## src/sv/hwm_pkg.sv

```systemverilog
// Shared types and constants for the holonomic wheel mixer.
// No dependencies; every other file imports this package.
package hwm_pkg;

    localparam int IN_W      = 16;
    localparam int GAIN_W    = 24;
    localparam int LIM_W     = 15;
    localparam int OUT_W     = 16;
    localparam int QUO_W     = LIM_W;
    localparam int CFG_IDX_W = 2;
    localparam int CFG_DAT_W = GAIN_W;
    localparam int LATENCY   = QUO_W + 3;

    localparam logic [GAIN_W-1:0] LINEAR_GAIN_RST = 24'd55117;
    localparam logic [GAIN_W-1:0] TURN_GAIN_RST   = 24'd171443;
    localparam logic [LIM_W-1:0]  MAX_SPEED_RST   = 15'd8000;

    typedef enum logic [CFG_IDX_W-1:0] {
        REG_LINEAR_GAIN = 2'd0,
        REG_TURN_GAIN   = 2'd1,
        REG_MAX_SPEED   = 2'd2
    } reg_idx_t;

    typedef struct packed {
        logic       valid;
        logic       limited;
        logic [2:0] neg;
    } hwm_ctl_t;

endpackage

```

## src/sv/hwm_mix.sv

```systemverilog
// Back end: restore signs, mix per wheel, negate and register the beat.
// Depends on hwm_pkg.
module hwm_mix (
    input  logic                             clk,
    input  logic                             rst_n,
    input  hwm_pkg::hwm_ctl_t                ctl_in,
    input  logic [hwm_pkg::QUO_W-1:0]        quo [3],
    output logic                             done,
    output logic signed [hwm_pkg::OUT_W-1:0] rear_left_target,
    output logic signed [hwm_pkg::OUT_W-1:0] rear_right_target,
    output logic signed [hwm_pkg::OUT_W-1:0] front_left_target,
    output logic signed [hwm_pkg::OUT_W-1:0] front_right_target,
    output logic                             speed_limited
);
    import hwm_pkg::*;

    localparam int MW = OUT_W + 1;

    logic signed [MW-1:0]    comp [3];
    logic signed [MW-1:0]    rl_mix;
    logic signed [MW-1:0]    rr_mix;
    logic signed [MW-1:0]    fl_mix;
    logic signed [MW-1:0]    fr_mix;
    logic                    done_reg;
    logic signed [OUT_W-1:0] rl_reg;
    logic signed [OUT_W-1:0] rr_reg;
    logic signed [OUT_W-1:0] fl_reg;
    logic signed [OUT_W-1:0] fr_reg;
    logic                    limited_reg;

    always_comb
    begin
        for (int i = 0; i < 3; i++)
        begin
            comp[i] = ctl_in.neg[i] ? -$signed(MW'(quo[i])) : $signed(MW'(quo[i]));
        end
        rl_mix = -(comp[0] + comp[1] - comp[2]);
        rr_mix = -(-comp[0] + comp[1] - comp[2]);
        fl_mix = -(comp[0] - comp[1] - comp[2]);
        fr_mix = -(-comp[0] - comp[1] - comp[2]);
    end

    always_ff @(posedge clk or negedge rst_n)
    begin
        if (!rst_n)
        begin
            done_reg <= 1'b0;
        end
        else
        begin
            done_reg <= ctl_in.valid;
        end
    end

    always_ff @(posedge clk)
    begin
        rl_reg      <= rl_mix[OUT_W-1:0];
        rr_reg      <= rr_mix[OUT_W-1:0];
        fl_reg      <= fl_mix[OUT_W-1:0];
        fr_reg      <= fr_mix[OUT_W-1:0];
        limited_reg <= ctl_in.limited;
    end

    assign done               = done_reg;
    assign rear_left_target   = rl_reg;
    assign rear_right_target  = rr_reg;
    assign front_left_target  = fl_reg;
    assign front_right_target = fr_reg;
    assign speed_limited      = limited_reg;

endmodule

```

## config.mk

```make
export PLATFORM = sky130hd
export DESIGN_NAME = hwm_mix
export DESIGN_NICKNAME = d
export VERILOG_FILES = /design/src/sv/hwm_pkg.sv /design/src/sv/hwm_mix.sv
export SDC_FILE = /design/constraint.sdc
export NUM_CORES = 1
export LEC_CHECK = 0
export BUFFER_PORTS_ARGS = -buffer_cell sky130_fd_sc_hd__buf_2
export CAP_MARGIN = 20
export CORE_UTILIZATION = 26
export DETAILED_ROUTE_END_ITERATION = 8
export GPL_ROUTABILITY_DRIVEN = 1
export HOLD_SLACK_MARGIN = 0.03
export SYNTH_ARGS = -nofsm -noshare
export SYNTH_HDL_FRONTEND = slang
export SYNTH_SLANG_ARGS = --single-unit
```

## constraint.sdc

```tcl
create_clock -name clk -period 0.8 [get_ports clk]
set_input_delay 0.16 -clock clk [delete_from_list [all_inputs] [get_ports clk]]
set_output_delay 0.16 -clock clk [all_outputs]
set_load 0.01 [all_outputs]
```

==> flow_metrics.env <==
export IMPL_critPathMaxFanout=3
export IMPL_synthArstFlopShare_pct=1.563
export IMPL_cts_tree="done"
export IMPL_synth_fp_nets=937
export IMPL_start_util_pct=26.58
export IMPL_status="finished, violations left"
export IMPL_grt_ovfl_total=0
export IMPL_routedWlPerCell_um=15.61
export IMPL_areaGrowthSynthToFinish_pct=103.3
export IMPL_antenna_found_initial=2
export IMPL_rsz0062_at_grt="yes"
export IMPL_final_cell_mix="281 x buf_4, 105 x buf_6, 82 x inv_1"
export IMPL_drc=0
export IMPL_violations="negative setup slack"
export IMPL_cap_violations=0
export IMPL_synth_area_top_cells="dfxtp_1 19%, fa_1 18%, ha_1 12%"
export IMPL_coreArea_mm2=0.02533
export IMPL_period_share_pct=445.7
export IMPL_firstDrtPassIters=4
export IMPL_grtUsageTotal_pct=18.21
export IMPL_setup_violations=126
export IMPL_dieHeight_um=162.9
export IMPL_placedCellCount=1487
export IMPL_start_kind="input port"
export IMPL_fillers=2079
export IMPL_ys_types=65
export IMPL_hold_class="in2async"
export IMPL_design_area_mm2=0.01369
export IMPL_power_density_mw_per_mm2=3110
export IMPL_swShare_pct=40.09
export IMPL_cp_slowest_cell="or4_4"
export IMPL_cts_inserted_buffers=9
export IMPL_drive_above_1_share_pct=68.60
export IMPL_io_buffers=117
export IMPL_crit_top_cell="buf_6"
export IMPL_io_pins=118
export IMPL_yosysWarnings=0
export IMPL_ctsHtreeMaxLevel=3
export IMPL_ys_seq_area_share_pct=19.10
export IMPL_ant_nets=0
export IMPL_p_clk_share_pct=9.7
export IMPL_place_gp_congestion=0.8264
export IMPL_layout_commonest_cell="buf_4"
export IMPL_crit_chain="buf_6, or4_4, o31ai_4, xor2_2, buf_4, nand3_4, xnor2_4, buf_6, fa_1, ha_4, a21o_1, a21oi_4, buf_6, o221ai_4, nor4_4, o41ai_2, xor2_1"
export IMPL_clk_pin_slew_ns=0.06
export IMPL_pwr_share_comb_pct=77.0
export IMPL_syn_inst=758
export IMPL_ctsRootBufferMaster="clkbuf_16"
export IMPL_slew_headroom_pct=64.60
export IMPL_grt_max_degree=12
export IMPL_dieWidth_um=162.9
export IMPL_viasPerCell=4.459
export IMPL_cts_buffer_depth=2
export IMPL_vias=7000
export IMPL_synth_main_ff_cell="dfxtp_1"
export IMPL_worst_pin_slew_ns=0.5309
export IMPL_fmax_mhz=280.5
export IMPL_slowest_delay_ns=0.57
export IMPL_hold_viol_final=0
export IMPL_place_area_mm2=0.01080
export IMPL_grt_pass1_vias=7424
export IMPL_p_sw_uw=17070
export IMPL_clkSinkCount=64
export IMPL_power_frac_seq_pct=13.3
export IMPL_die_area_mm2=0.02654
export IMPL_nets=1413
export IMPL_worst_slack_ns=-2.765
export IMPL_slew_viol_final=0
export IMPL_worstPathArrival_ns=3.84
export IMPL_instances_no_fill=1570
export IMPL_crit_buf_inv=4
export IMPL_path_delay_family="compound AO/OA/AOI/OAI gates"
export IMPL_routed_wl_um=24500
export IMPL_final_core_util_pct=54.05
export IMPL_synth_edf_count=0
export IMPL_dp_hpwl_um=18430
export IMPL_finalCriticalPeriod_ns=3.565
export IMPL_syn_mean_instance_area_um2=8.882
export IMPL_netlist_area_mm2=0.006733
export IMPL_yosysTopAreaCellShare_pct=18.73
export IMPL_p_int_uw=25510
export IMPL_p_leak_uw=0.006249
export IMPL_initialDrtViolationCount=211
export IMPL_grt_pass1_wl_um=37280
export IMPL_crit_type="in2reg"
export IMPL_irDropWorstVdd_mv=1.132
export IMPL_required_ns=1.08
export IMPL_end_kind="register"
export IMPL_rows=58
export IMPL_power_uw=42580
export IMPL_synth_largest_area_cell="dfxtp_1"
export IMPL_ys_ff_latch=64
==> routing by layer <==
layer	vias up	global-route usage [%]	part of all wire, %
met1	3363	22.69	42
met4	2	4.843	2.1
met5	-	0	0.053
li1	3468	-	-
met2	127	32.21	52
met3	40	3.030	3.8
==> per-stage QoR <==
step	hold WS, ns	setup TNS [ns]	setup WS (ns)
2_1_floorplan	-0.1356	-119.47	-2.953
3_3_place_gp	-0.06565	-149.68	-3.192
3_5_place_dp	-0.06358	-151.42	-3.254
4_1_cts	0.09478	-130.91	-2.744
5_1_grt	0.1151	-139.45	-2.867
6_report	0.1087	-132.71	-2.765
==> synthesized netlist by cell type (11+ instances only) <==
master / count
a31oi_1: 11
fa_1: 62
nor3_1: 28
ha_1: 65
a21oi_1: 33
dfxtp_1: 63
inv_1: 122
nor2_1: 44
xnor2_1: 87
nand2_1: 42
o21ai_0: 24
nand3_1: 16
xor2_1: 19
==> timing repair <==
action                     4_1_cts  5_1_grt
resized for setup              250      186
hold endpoints to repair         3        0
pin swaps                      148      143
buffers inserted                42       40
setup endpoints to repair      128      126
hold buffers                     3        0
==> power by group through the flow <==
| stage | logic (µW) | registers [µW] | clock network [µW] |
|---|---|---|---|
| after CTS | 27800 | 5480 | 4240 |
| final | 32800 | 5670 | 4130 |
| after global placement | 22300 | 5430 | 0 |
| after global routing | 35200 | 5840 | 4430 |
| after detailed placement | 22500 | 5410 | 0 |
| after floorplan | 12200 | 6300 | 0 |
==> worst paths after layout <==
path | startpoint | end | slack (ns) | cells past startpoint
hold / removal | rst_n | done$_DFF_PN0_ | 0.11 | 2
max in group asynchronous | rst_n | done$_DFF_PN0_ | 0.61 | 2
setup / recovery | quo[34] | front_right_target[15]$_DFF_P_ | -2.77 | 17
min in group clk | quo[0] | front_left_target[0]$_DFF_P_ | 0.26 | 3
==> cells by family (layout without fill, tap and decap cells) <==
| group | Yosys count | after routing | synth area share (%) |
|---|---|---|---|
| and+or+nand+nor | 190 | 190 | 14.31 |
| AOI/OAI and AO/OA | 133 | 133 | 13.25 |
| buffers and inverters | 132 | 613 | 7.489 |
| adders and majority gates | 127 | 127 | 30.51 |
| xor gates and xnor gates | 109 | 109 | 14.87 |
| DFF | 64 | 64 | 19.10 |
| muxes | 3 | 3 | 0.4646 |
| other | 0 | 1 | 0 |
==> final cells by class <==
type                            instances  area [µm²]  share of cell area (%)
Clock buffer                           11       242.7                   1.773
Tap cell                              330       412.9                   3.016
Antenna cell                            1       2.502                 0.01828
Inverter                              124       514.2                   3.757
Timing Repair Buffer                  473        3810                   27.83
Multi-Input combinational cell        562        7328                   53.53
Clock inverter                          5       56.30                  0.4113
Sequential cell                        64        1323                   9.661
No activity file was read; power rests on OpenSTA's default activity.
